$ cat config.mk
export PLATFORM = sky130hd
export DESIGN_NAME = ordered_list_manager_core_flat
export DESIGN_NICKNAME = d
export VERILOG_FILES = /design/src/olm_pkg.sv /design/src/olm_if.sv /design/src/olm_front.sv /design/src/olm_cmd_fifo.sv /design/src/olm_back.sv /design/src/ordered_list_manager_core.sv /design/src/flat_wrapper.sv
export SDC_FILE = /design/constraint.sdc
export NUM_CORES = 1
export LEC_CHECK = 0
export ABC_AREA = 1
export BUFFER_PORTS_ARGS = -buffer_cell sky130_fd_sc_hd__buf_4
export CORE_MARGIN = 8
export CORE_UTILIZATION = 40
export DETAILED_ROUTE_END_ITERATION = 6
export GPL_ROUTABILITY_DRIVEN = 0
export PLACE_DENSITY = 0.65
export SYNTH_ARGS = -nofsm -noshare
export SYNTH_HDL_FRONTEND = slang
export SYNTH_SLANG_ARGS = --single-unit
$ cat constraint.sdc
create_clock -name i_clk -period 5.65 [get_ports i_clk]
set_clock_uncertainty 0.15 [all_clocks]
set_input_delay 1.13 -clock i_clk [delete_from_list [all_inputs] [get_ports i_clk]]
set_output_delay 1.13 -clock i_clk [all_outputs]
set_load 0.02 [all_outputs]
$ cat src/olm_pkg.sv
// ----------------------------------------------------------------------------
// olm_pkg : shared types and constants of the ordered list manager
// Sizes, operation and status codes, the decoded command record and the
// result-count helper used by the front, the queue and the back.
// ----------------------------------------------------------------------------
package olm_pkg;

    localparam int CAPACITY = 16;
    localparam int ADDR_W   = $clog2(CAPACITY);
    localparam int CNT_W    = $clog2(CAPACITY + 1);
    localparam int CMP_W    = (CNT_W + 1 > 5) ? CNT_W + 1 : 5;

    localparam int VAL_W    = 32;
    localparam int OP_W     = 3;
    localparam int POS_W    = 5;
    localparam int ST_W     = 2;
    localparam int OCNT_W   = 5;

    // command queue, depth must be a power of two
    localparam int Q_DEPTH  = 2;
    localparam int Q_AW     = $clog2(Q_DEPTH);
    localparam int Q_CW     = $clog2(Q_DEPTH + 1);

    localparam logic [OP_W-1:0] OP_INS_HEAD = 3'd0;
    localparam logic [OP_W-1:0] OP_INS_TAIL = 3'd1;
    localparam logic [OP_W-1:0] OP_INS_AT   = 3'd2;
    localparam logic [OP_W-1:0] OP_DEL_HEAD = 3'd3;
    localparam logic [OP_W-1:0] OP_DEL_TAIL = 3'd4;
    localparam logic [OP_W-1:0] OP_DEL_AT   = 3'd5;
    localparam logic [OP_W-1:0] OP_LIST     = 3'd6;

    localparam logic [ST_W-1:0] ST_OK    = 2'd0;
    localparam logic [ST_W-1:0] ST_EMPTY = 2'd1;
    localparam logic [ST_W-1:0] ST_FULL  = 2'd2;
    localparam logic [ST_W-1:0] ST_RANGE = 2'd3;

    // where an insert or delete lands
    localparam logic [1:0] W_HEAD = 2'd0;
    localparam logic [1:0] W_TAIL = 2'd1;
    localparam logic [1:0] W_AT   = 2'd2;

    typedef struct packed {
        logic                     is_ins;
        logic                     is_del;
        logic                     is_list;
        logic [1:0]               where;
        logic signed [VAL_W-1:0]  value;
        logic [POS_W-1:0]         position;
        logic                     pos_zero;
        logic [POS_W-1:0]         pos_m1;
    } t_cmd;

    // entry count as carried in a result: modulo 32
    function automatic logic [OCNT_W-1:0] cnt5(input logic [CNT_W-1:0] c);
        logic [CMP_W-1:0] t;
        t = CMP_W'(c);
        return t[OCNT_W-1:0];
    endfunction

endpackage

$ cat src/olm_if.sv
// ----------------------------------------------------------------------------
// olm_if : request and result channels of the ordered list manager
// Valid/ready channels; a transfer happens when valid and ready are both high.
// ----------------------------------------------------------------------------
interface olm_in_if;
    logic              valid;
    logic              ready;
    logic [2:0]        operation;
    logic signed [31:0] value;
    logic [4:0]        position;

    modport source (output valid, operation, value, position, input ready);
    modport sink   (input valid, operation, value, position, output ready);
endinterface

interface olm_out_if;
    logic              valid;
    logic              ready;
    logic signed [31:0] element;
    logic              element_valid;
    logic [1:0]        status;
    logic [4:0]        entry_count;
    logic              final_result;

    modport source (output valid, element, element_valid, status, entry_count,
                    final_result, input ready);
    modport sink   (input valid, element, element_valid, status, entry_count,
                    final_result, output ready);
endinterface

$ cat src/olm_front.sv
// ----------------------------------------------------------------------------
// olm_front : request intake and decode
// Takes one request per transfer, classifies the operation and registers the
// decoded command until the queue takes it.
// ----------------------------------------------------------------------------
module olm_front
    import olm_pkg::*;
(
    input  logic        i_clk,
    input  logic        i_rst_n,
    olm_in_if.sink      i_cmd,
    output logic        o_push,
    output t_cmd        o_cmd,
    input  logic        i_q_full
);

    logic r_vld;
    t_cmd r_cmd;
    t_cmd n_cmd;

    assign o_push      = r_vld && !i_q_full;
    assign o_cmd       = r_cmd;
    assign i_cmd.ready = !r_vld || !i_q_full;

    always_comb begin
        n_cmd          = '0;
        n_cmd.value    = i_cmd.value;
        n_cmd.position = i_cmd.position;
        n_cmd.pos_zero = (i_cmd.position == '0);
        n_cmd.pos_m1   = i_cmd.position - POS_W'(1);
        case (i_cmd.operation)
            OP_INS_HEAD: begin
                n_cmd.is_ins = 1'b1;
                n_cmd.where  = W_HEAD;
            end
            OP_INS_TAIL: begin
                n_cmd.is_ins = 1'b1;
                n_cmd.where  = W_TAIL;
            end
            OP_INS_AT: begin
                n_cmd.is_ins = 1'b1;
                n_cmd.where  = W_AT;
            end
            OP_DEL_HEAD: begin
                n_cmd.is_del = 1'b1;
                n_cmd.where  = W_HEAD;
            end
            OP_DEL_TAIL: begin
                n_cmd.is_del = 1'b1;
                n_cmd.where  = W_TAIL;
            end
            OP_DEL_AT: begin
                n_cmd.is_del = 1'b1;
                n_cmd.where  = W_AT;
            end
            OP_LIST: begin
                n_cmd.is_list = 1'b1;
            end
            default: begin
                // unused code: no flags, answered with a plain OK
            end
        endcase
    end

    always_ff @(posedge i_clk) begin
        if (!i_rst_n) begin
            r_vld <= 1'b0;
        end else if (i_cmd.valid && i_cmd.ready) begin
            r_vld <= 1'b1;
        end else if (o_push) begin
            r_vld <= 1'b0;
        end
    end

    always_ff @(posedge i_clk) begin
        if (i_cmd.valid && i_cmd.ready) begin
            r_cmd <= n_cmd;
        end
    end

endmodule

$ cat src/olm_cmd_fifo.sv
// ----------------------------------------------------------------------------
// olm_cmd_fifo : decoded command queue
// Short FIFO between decode and execution.
// ----------------------------------------------------------------------------
module olm_cmd_fifo
    import olm_pkg::*;
(
    input  logic        i_clk,
    input  logic        i_rst_n,
    input  logic        i_push,
    input  t_cmd        i_cmd,
    output logic        o_full,
    input  logic        i_pop,
    output t_cmd        o_cmd,
    output logic        o_valid
);

    t_cmd            r_mem [Q_DEPTH];
    logic [Q_AW-1:0] r_wr;
    logic [Q_AW-1:0] r_rd;
    logic [Q_CW-1:0] r_cnt;

    logic do_push;
    logic do_pop;

    assign o_full  = (r_cnt == Q_CW'(Q_DEPTH));
    assign o_valid = (r_cnt != '0);
    assign o_cmd   = r_mem[r_rd];
    assign do_push = i_push && !o_full;
    assign do_pop  = i_pop && o_valid;

    always_ff @(posedge i_clk) begin
        if (!i_rst_n) begin
            r_wr  <= '0;
            r_rd  <= '0;
            r_cnt <= '0;
        end else begin
            if (do_push) begin
                r_wr <= r_wr + Q_AW'(1);
            end
            if (do_pop) begin
                r_rd <= r_rd + Q_AW'(1);
            end
            case ({do_push, do_pop})
                2'b10:   r_cnt <= r_cnt + Q_CW'(1);
                2'b01:   r_cnt <= r_cnt - Q_CW'(1);
                default: r_cnt <= r_cnt;
            endcase
        end
    end

    always_ff @(posedge i_clk) begin
        if (do_push) begin
            r_mem[r_wr] <= i_cmd;
        end
    end

endmodule

$ cat src/olm_back.sv
// ----------------------------------------------------------------------------
// olm_back : list execution engine
// Owns the entry memory and count; shifts entries one per cycle for
// positional insert and delete, streams entries for a listing, and holds
// the result register.
// ----------------------------------------------------------------------------
module olm_back
    import olm_pkg::*;
(
    input  logic        i_clk,
    input  logic        i_rst_n,
    input  logic        i_q_valid,
    input  t_cmd        i_cmd,
    output logic        o_pop,
    olm_out_if.source   o_res
);

    localparam logic [2:0] S_IDLE  = 3'd0;
    localparam logic [2:0] S_MOVE  = 3'd1;
    localparam logic [2:0] S_DRAIN = 3'd2;
    localparam logic [2:0] S_PUT   = 3'd3;
    localparam logic [2:0] S_RESP  = 3'd4;
    localparam logic [2:0] S_LIST  = 3'd5;

    // control
    logic [2:0]        r_state, n_state;
    logic [CNT_W-1:0]  r_count, n_count;
    logic              r_mv;
    logic              r_out_vld, n_out_vld;
    // working
    logic [ADDR_W-1:0] r_ptr, n_ptr;
    logic [ADDR_W-1:0] r_idx, n_idx;
    logic              r_is_ins, n_is_ins;
    logic signed [VAL_W-1:0] r_val, n_val;
    // result register
    logic signed [VAL_W-1:0] r_out_elem, n_out_elem;
    logic              r_out_ev, n_out_ev;
    logic [ST_W-1:0]   r_out_st, n_out_st;
    logic [OCNT_W-1:0] r_out_cnt, n_out_cnt;
    logic              r_out_fin, n_out_fin;

    // entry memory
    logic signed [VAL_W-1:0] r_mem [CAPACITY];
    logic signed [VAL_W-1:0] r_rd_data;
    logic [ADDR_W-1:0] r_rd_addr;
    logic              we, re, move;
    logic [ADDR_W-1:0] waddr, raddr;
    logic signed [VAL_W-1:0] wdata;

    logic              slot_free;
    logic [CNT_W-1:0]  cnt_m1;
    logic [ADDR_W-1:0] last_idx;
    logic [CMP_W-1:0]  cnt_ext, pos_ext;
    logic [CNT_W-1:0]  ins_idx, del_idx;
    logic              full, empty;

    assign slot_free = !r_out_vld || o_res.ready;
    assign cnt_m1    = r_count - CNT_W'(1);
    assign last_idx  = cnt_m1[ADDR_W-1:0];
    assign cnt_ext   = CMP_W'(r_count);
    assign pos_ext   = CMP_W'(i_cmd.position);
    assign full      = (r_count >= CNT_W'(CAPACITY));
    assign empty     = (r_count == '0);

    always_comb begin
        case (i_cmd.where)
            W_HEAD:  ins_idx = '0;
            W_TAIL:  ins_idx = r_count;
            default: ins_idx = CNT_W'(i_cmd.pos_m1);
        endcase
        case (i_cmd.where)
            W_HEAD:  del_idx = '0;
            W_TAIL:  del_idx = cnt_m1;
            default: del_idx = CNT_W'(i_cmd.pos_m1);
        endcase
    end

    always_comb begin
        n_state    = r_state;
        n_count    = r_count;
        n_ptr      = r_ptr;
        n_idx      = r_idx;
        n_is_ins   = r_is_ins;
        n_val      = r_val;
        n_out_vld  = r_out_vld && !o_res.ready;
        n_out_elem = r_out_elem;
        n_out_ev   = r_out_ev;
        n_out_st   = r_out_st;
        n_out_cnt  = r_out_cnt;
        n_out_fin  = r_out_fin;
        o_pop      = 1'b0;
        re         = 1'b0;
        raddr      = r_ptr;
        move       = 1'b0;
        // finish the shift of the entry read last cycle
        we         = r_mv;
        waddr      = r_is_ins ? r_rd_addr + ADDR_W'(1) : r_rd_addr - ADDR_W'(1);
        wdata      = r_rd_data;

        case (r_state)
            S_IDLE: begin
                if (i_q_valid && slot_free) begin
                    o_pop      = 1'b1;
                    n_out_vld  = 1'b1;
                    n_out_elem = '0;
                    n_out_ev   = 1'b0;
                    n_out_st   = ST_OK;
                    n_out_fin  = 1'b1;
                    if (i_cmd.is_ins) begin
                        if (full) begin
                            n_out_st = ST_FULL;
                        end else if (i_cmd.where == W_AT &&
                                     (i_cmd.pos_zero || pos_ext > cnt_ext + CMP_W'(1))) begin
                            n_out_st = ST_RANGE;
                        end else if (ins_idx == r_count) begin
                            // append: no entries move
                            we      = 1'b1;
                            waddr   = r_count[ADDR_W-1:0];
                            wdata   = i_cmd.value;
                            n_count = r_count + CNT_W'(1);
                        end else begin
                            n_out_vld = r_out_vld && !o_res.ready;
                            n_is_ins  = 1'b1;
                            n_val     = i_cmd.value;
                            n_idx     = ins_idx[ADDR_W-1:0];
                            n_ptr     = last_idx;
                            n_state   = S_MOVE;
                        end
                    end else if (i_cmd.is_del) begin
                        if (empty) begin
                            n_out_st = ST_EMPTY;
                        end else if (i_cmd.where == W_AT &&
                                     (i_cmd.pos_zero || pos_ext > cnt_ext)) begin
                            n_out_st = ST_RANGE;
                        end else if (del_idx == cnt_m1) begin
                            // last entry goes: nothing to close up
                            n_count = cnt_m1;
                        end else begin
                            n_out_vld = r_out_vld && !o_res.ready;
                            n_is_ins  = 1'b0;
                            n_ptr     = del_idx[ADDR_W-1:0] + ADDR_W'(1);
                            n_state   = S_MOVE;
                        end
                    end else if (i_cmd.is_list) begin
                        if (empty) begin
                            n_out_st = ST_EMPTY;
                        end else begin
                            n_out_vld = r_out_vld && !o_res.ready;
                            re        = 1'b1;
                            raddr     = '0;
                            n_ptr     = '0;
                            n_state   = S_LIST;
                        end
                    end
                    n_out_cnt = cnt5(n_count);
                end
            end
            S_MOVE: begin
                re    = 1'b1;
                raddr = r_ptr;
                move  = 1'b1;
                if (r_is_ins) begin
                    if (r_ptr == r_idx) begin
                        n_state = S_DRAIN;
                    end else begin
                        n_ptr = r_ptr - ADDR_W'(1);
                    end
                end else begin
                    if (r_ptr == last_idx) begin
                        n_state = S_DRAIN;
                    end else begin
                        n_ptr = r_ptr + ADDR_W'(1);
                    end
                end
            end
            S_DRAIN: begin
                if (r_is_ins) begin
                    n_state = S_PUT;
                end else begin
                    n_count = cnt_m1;
                    n_state = S_RESP;
                end
            end
            S_PUT: begin
                we      = 1'b1;
                waddr   = r_idx;
                wdata   = r_val;
                n_count = r_count + CNT_W'(1);
                n_state = S_RESP;
            end
            S_RESP: begin
                if (slot_free) begin
                    n_out_vld  = 1'b1;
                    n_out_elem = '0;
                    n_out_ev   = 1'b0;
                    n_out_st   = ST_OK;
                    n_out_cnt  = cnt5(r_count);
                    n_out_fin  = 1'b1;
                    n_state    = S_IDLE;
                end
            end
            S_LIST: begin
                if (slot_free) begin
                    n_out_vld  = 1'b1;
                    n_out_elem = r_rd_data;
                    n_out_ev   = 1'b1;
                    n_out_st   = ST_OK;
                    n_out_cnt  = cnt5(r_count);
                    n_out_fin  = (r_ptr == last_idx);
                    if (r_ptr == last_idx) begin
                        n_state = S_IDLE;
                    end else begin
                        re    = 1'b1;
                        raddr = r_ptr + ADDR_W'(1);
                        n_ptr = r_ptr + ADDR_W'(1);
                    end
                end
            end
            default: begin
                n_state = S_IDLE;
            end
        endcase
    end

    always_ff @(posedge i_clk) begin
        if (!i_rst_n) begin
            r_state   <= S_IDLE;
            r_count   <= '0;
            r_mv      <= 1'b0;
            r_out_vld <= 1'b0;
        end else begin
            r_state   <= n_state;
            r_count   <= n_count;
            r_mv      <= move;
            r_out_vld <= n_out_vld;
        end
    end

    always_ff @(posedge i_clk) begin
        r_ptr      <= n_ptr;
        r_idx      <= n_idx;
        r_is_ins   <= n_is_ins;
        r_val      <= n_val;
        r_out_elem <= n_out_elem;
        r_out_ev   <= n_out_ev;
        r_out_st   <= n_out_st;
        r_out_cnt  <= n_out_cnt;
        r_out_fin  <= n_out_fin;
    end

    always_ff @(posedge i_clk) begin
        if (we) begin
            r_mem[waddr] <= wdata;
        end
        if (re) begin
            r_rd_data <= r_mem[raddr];
            r_rd_addr <= raddr;
        end
    end

    assign o_res.valid         = r_out_vld;
    assign o_res.element       = r_out_elem;
    assign o_res.element_valid = r_out_ev;
    assign o_res.status        = r_out_st;
    assign o_res.entry_count   = r_out_cnt;
    assign o_res.final_result  = r_out_fin;

    a_count_cap: assert property (@(posedge i_clk) disable iff (!i_rst_n)
        r_count <= CNT_W'(CAPACITY))
        else $error("entry count above capacity");

    a_move_src: assert property (@(posedge i_clk) disable iff (!i_rst_n)
        r_mv |-> ($past(r_state) == S_MOVE))
        else $error("shift write-back without a shift read");

    a_list_nonempty: assert property (@(posedge i_clk) disable iff (!i_rst_n)
        (r_state == S_LIST) |-> (r_count != '0))
        else $error("listing an empty list");

    a_move_ptr: assert property (@(posedge i_clk) disable iff (!i_rst_n)
        (r_state == S_MOVE) |-> (CNT_W'(r_ptr) < r_count))
        else $error("shift pointer past the last entry");

    a_elem_ok: assert property (@(posedge i_clk) disable iff (!i_rst_n)
        (r_out_vld && r_out_ev) |-> (r_out_st == ST_OK))
        else $error("listed element with non-OK status");

endmodule

$ cat src/ordered_list_manager_core.sv
// ----------------------------------------------------------------------------
// ordered_list_manager_core : ordered list of signed 32-bit values
// Insert/delete at head, tail or position, and list-all, over a compacted
// entry memory of CAPACITY words.
// ----------------------------------------------------------------------------
//  channel   dir  payload                                       transfer when
//  i_cmd     in   operation, value, position                    valid & ready
//  o_res     out  element, element_valid, status, entry_count,  valid & ready
//                 final_result
//
//  Flow: a request passes the decode register and the command queue on
//  its way to the engine. Status-only requests (errors, appends, deletes
//  of the last entry, unused codes) are answered the cycle after they
//  leave the queue. A shifting insert steps through the move, drain, put
//  and response states and a shifting delete through move, drain and
//  response; the entry memory has a single read and a single write port.
//  A listing gives one element per cycle when the result side keeps taking.
//  Reset clears the count and control only; entry memory needs no clearing.
//  Either side may stall: the decode register and command queue keep
//  accepting until the queue is full while the result register waits.
// ----------------------------------------------------------------------------
module ordered_list_manager_core
    import olm_pkg::*;
(
    input  logic     i_clk,
    input  logic     i_rst_n,
    olm_in_if.sink   i_cmd,
    olm_out_if.source o_res
);

    // decoded command toward the queue
    logic push;
    t_cmd front_cmd;
    logic q_full;

    // queue head toward the engine
    logic q_valid;
    logic q_pop;
    t_cmd q_cmd;

    olm_front u_front (
        .i_clk    (i_clk),
        .i_rst_n  (i_rst_n),
        .i_cmd    (i_cmd),
        .o_push   (push),
        .o_cmd    (front_cmd),
        .i_q_full (q_full)
    );

    olm_cmd_fifo u_fifo (
        .i_clk   (i_clk),
        .i_rst_n (i_rst_n),
        .i_push  (push),
        .i_cmd   (front_cmd),
        .o_full  (q_full),
        .i_pop   (q_pop),
        .o_cmd   (q_cmd),
        .o_valid (q_valid)
    );

    // execution: owns the entries, the count and the result register
    olm_back u_back (
        .i_clk     (i_clk),
        .i_rst_n   (i_rst_n),
        .i_q_valid (q_valid),
        .i_cmd     (q_cmd),
        .o_pop     (q_pop),
        .o_res     (o_res)
    );

endmodule
$ cat src/flat_wrapper.sv
// flat-port wrapper written by rule: the top's interface ports become plain ports
module ordered_list_manager_core_flat import olm_pkg::*;
  (i_clk, i_rst_n, i_cmd_valid, i_cmd_operation, i_cmd_value, i_cmd_position, i_cmd_ready, o_res_valid, o_res_element, o_res_element_valid, o_res_status, o_res_entry_count, o_res_final_result, o_res_ready);
  olm_in_if i_cmd_i ();
  olm_out_if o_res_i ();
  input  logic i_clk;
  input  logic i_rst_n;
  input wire logic [$bits(i_cmd_i.valid)-1:0] i_cmd_valid;
  input wire logic [$bits(i_cmd_i.operation)-1:0] i_cmd_operation;
  input wire logic [$bits(i_cmd_i.value)-1:0] i_cmd_value;
  input wire logic [$bits(i_cmd_i.position)-1:0] i_cmd_position;
  output wire logic [$bits(i_cmd_i.ready)-1:0] i_cmd_ready;
  output wire logic [$bits(o_res_i.valid)-1:0] o_res_valid;
  output wire logic [$bits(o_res_i.element)-1:0] o_res_element;
  output wire logic [$bits(o_res_i.element_valid)-1:0] o_res_element_valid;
  output wire logic [$bits(o_res_i.status)-1:0] o_res_status;
  output wire logic [$bits(o_res_i.entry_count)-1:0] o_res_entry_count;
  output wire logic [$bits(o_res_i.final_result)-1:0] o_res_final_result;
  input wire logic [$bits(o_res_i.ready)-1:0] o_res_ready;
  assign i_cmd_i.valid = i_cmd_valid;
  assign i_cmd_i.operation = i_cmd_operation;
  assign i_cmd_i.value = i_cmd_value;
  assign i_cmd_i.position = i_cmd_position;
  assign i_cmd_ready = i_cmd_i.ready;
  assign o_res_valid = o_res_i.valid;
  assign o_res_element = o_res_i.element;
  assign o_res_element_valid = o_res_i.element_valid;
  assign o_res_status = o_res_i.status;
  assign o_res_entry_count = o_res_i.entry_count;
  assign o_res_final_result = o_res_i.final_result;
  assign o_res_i.ready = o_res_ready;
  ordered_list_manager_core u_core (.i_clk(i_clk), .i_rst_n(i_rst_n), .i_cmd(i_cmd_i), .o_res(o_res_i));
endmodule
==> results.cfg <==
[placement]
dp_cells = 4190
portBuffers = 86
dp_hpwl_um = 51900
pre_cts_ws_ps = 1060

[routing]
vias_per_cell = 5.36
first_iter_violations = 2475
wl_per_cell_um = 20.4
ant_nets = 0
wl_um = 88400
dr.pass1.iters = 5
num_vias = 23200
drc = 0

[clock_network]
hold_buffers = 0
numCtsBuffers = 79
clock_sinks = 790
cts_max_level = 3
post_cts_buffers = 0
cts_buffer_depth = 3
clk_pin_slew_ps = 60
clkLatencyLatePin_ps = 640
cts_root_buf = clkbuf_16
cts_resized = 0
cts_tree = built

[grt]
gr-total-overflow = 0
grt_usage_pct = 18.0
grt_max_degree = 114
antenna_found_initial = 0
grt_first_pass_wirelength_um = 135000
grt_pass1_vias = 22800

[timing]
fmax_mhz = 211
tightest_slew_ps = 1170
setup_ws_ps = 916
rsz0062_at_grt = false
min_period_ps = 4730
final.setup.tns_ps = 0
maxSlewHeadroom_pct = 21.5
min_period_over_period_pct = 83.8
slew_violations = 0
finalSetupViolations = 0
finalHoldViolCount = 0

[critical_path]
critPathArrivalTime_ps = 4910
reg2reg_from = u_core.u_back.r_count[0]
crit_type = reg2reg
crit_family = simple AND/OR/NAND/NOR gates
r2r-end = u_core.u_back.r_mem[13][3]
reg2reg_depth = 22
required_ps = 5830
cp-start-kind = register
r2r_setup_slack_ps = 920
critPathMaxFanout = 19
cpPeakStageDelay_ps = 600
endpoint_kind = register
crit_slowest_cell = nor2_4
crit_buf_inv = 3
crit_top_cell = nand2_1
crit_path_cell_trace = inv_2, ha_1, inv_1, ha_1, nand2_1, nand2_1, nand2_1, nand2_1, nand2_1, nand2_1, nand2_1, nand2_1, nand2_1, nand4_2, nand2_1, nand3_1, nand2_1, nand2_1, nor2_2, nand2_2, nor2_4, buf_12

[min_path]
min_to = u_core.u_fifo.r_mem[1][9]
hp-start = u_core.u_front.o_cmd[9]
hold_class = reg2reg
min_path_cells = 0

[floorplanning]
die_area_um2 = 96200
die_h_um = 310
fp.dieW_um = 310
row_count = 108
floorplan.initialDensity_pct = 40.1
num_io_pins = 87
core_um2 = 86300

[cells_and_area]
instances_no_fill = 4335
fin_util_pct = 45.6
final_nets = 3182
diodes = 0
nFillCells = 7745
multi_input_area_um2 = 9240
layout_commonest_cell = edfxtp_1
final-seq-area_um2 = 23600
areaGrowthSynthToFinish_pct = 13.8
drive_above_1_share_pct = 11.0
final_cell_mix = edfxtp_1 (774), nand2_1 (695), nand3_1 (497)

[logic_synthesis]
yosysTopAreaCell = edfxtp_1
synth_area_leaders = edfxtp_1 (67%), nand2_1 (7.6%), nand3_1 (7.2%), nand3b_1 (3.5%), inv_1 (3.1%)
postSynthAreaPerCell_um2 = 11.4
yosys_warnings = 0
ys_ff_latch = 790
synthArstFlopShare_pct = 0
syn_inst = 3046
synth_seq_area_share_pct = 68.0
synth_area_um2 = 34600
ys.flop_type = edfxtp_1
synth_nets = 3112
netlist-cell-type-count = 51
synth-edff-count = 774
synth_top_area_share_pct = 67.1

[power_and_ir_drop]
p_leak_nw = 15.0
p_per_area_nw_per_um2 = 596
ir_drop_uv = 433

[status]
outcome = completed

[run]
cap_violations = 0
-- registers in the layout, summed over array words and instances (netlist names), 3 cells and up, named ones only --
signal,cells
u_core.u_back.r_ptr,4
u_core.u_back.r_val,32
u_core.u_front.o_cmd,48
u_core.u_back.r_rd_data,32
u_core.u_back.o_res.element,32
u_core.u_back.r_state,3
u_core.u_back.r_rd_addr,4
u_core.u_fifo.r_mem,96
u_core.u_back.r_count,5
u_core.u_back.r_idx,4
u_core.u_back.r_mem,512
u_core.u_back.o_res.entry_count,5
-- synthesized netlist by cell type, drive strengths merged, types with 4 or more instances --
cell type	n
nor4	4
o211ai	36
nor2	106
a21oi	72
nor3	7
dfxtp	16
mux2i	33
xnor2	5
clkbuf	26
o21ai	77
edfxtp	774
inv	301
nand3	499
nand4	14
buf	147
ha	21
nand3b	161
nand2	709
xor2	16
-- how the worst max path moves through the flow --
stage | slack (ps) | end | startpoint | cells after the start
after floorplan | 820 | u_core.u_back.r_mem[10][0] | register | 23
after global placement | 1080 | u_core.u_back.r_mem[13][5] | u_core.u_back.r_count[0] | 22
after detailed placement | 1060 | u_core.u_back.r_mem[13][22] | u_core.u_back.r_count[0] | 22
after CTS | 1000 | u_core.u_back.r_mem[6][20] | u_core.u_back.r_count[0] | 22
after global routing | 540 | u_core.u_back.r_mem[13][20] | u_core.u_back.r_count[0] | 22
final | 920 | u_core.u_back.r_mem[13][3] | u_core.u_back.r_count[0] | 22
-- worst reg2reg max path, cell delays in order (launching register included) --
cell,delay (ps)
dfxtp_1,550
inv_2,230
ha_1,440
inv_1,130
ha_1,310
nand2_1,80
nand2_1,40
nand2_1,50
nand2_1,50
nand2_1,50
nand2_1,40
nand2_1,60
nand2_1,50
nand2_1,190
nand4_2,380
nand2_1,170
nand3_1,90
nand2_1,80
nand2_1,90
nor2_2,150
nand2_2,160
nor2_4,600
buf_12,270
-- layer usage --
layer  GRT usage, %  up-vias  part of all wire (%)
met1           24.1    11400                    42
met3           2.87      187                   6.7
met2           29.7      933                    48
met5              0        -                     0
met4           6.68        0                   3.6
li1               -    10700                     -
-- report_power, final --
part | internal [W] | switching (W) | leakage [nW]
Sequential | 0.00847 | 0.000300 | 7.22
Clock | 0.00302 | 0.00228 | 1.27
Combinational | 0.00257 | 0.00686 | 6.48
-- cell families after synthesis --
| family | share of synthesized area [%] |
|---|---|
| multiplexers | 0.954 |
| adder cells (fa/ha/maj) | 0.817 |
| flip-flops | 68.0 |
| AO/OA/AOI/OAI | 3.41 |
| buffers and inverters | 5.86 |
| AND/OR/NAND/NOR | 20.3 |
| XOR/XNOR | 0.629 |
-- through the flow --
stage	area (um2)	hold WS (ps)	power, W
after floorplan	34600	271	0.0147
after global placement	36800	272	0.0181
after detailed placement	36800	279	0.0182
after CTS	39400	290	0.0235
after global routing	39400	293	0.0247
final	39400	286	0.0235
-- cell type report --
| cell class | instances | area share [%] |
|---|---|---|
| clock buffers | 92 | 5.14 |
| clock inverters | 53 | 1.48 |
| inverters | 302 | 2.89 |
| multi-input cells | 1781 | 23.5 |
| flip-flops and latches | 790 | 59.8 |
| well taps | 1155 | 3.67 |
| repair buffers | 162 | 3.56 |
Note: power is estimated with default switching activity, not from simulation.
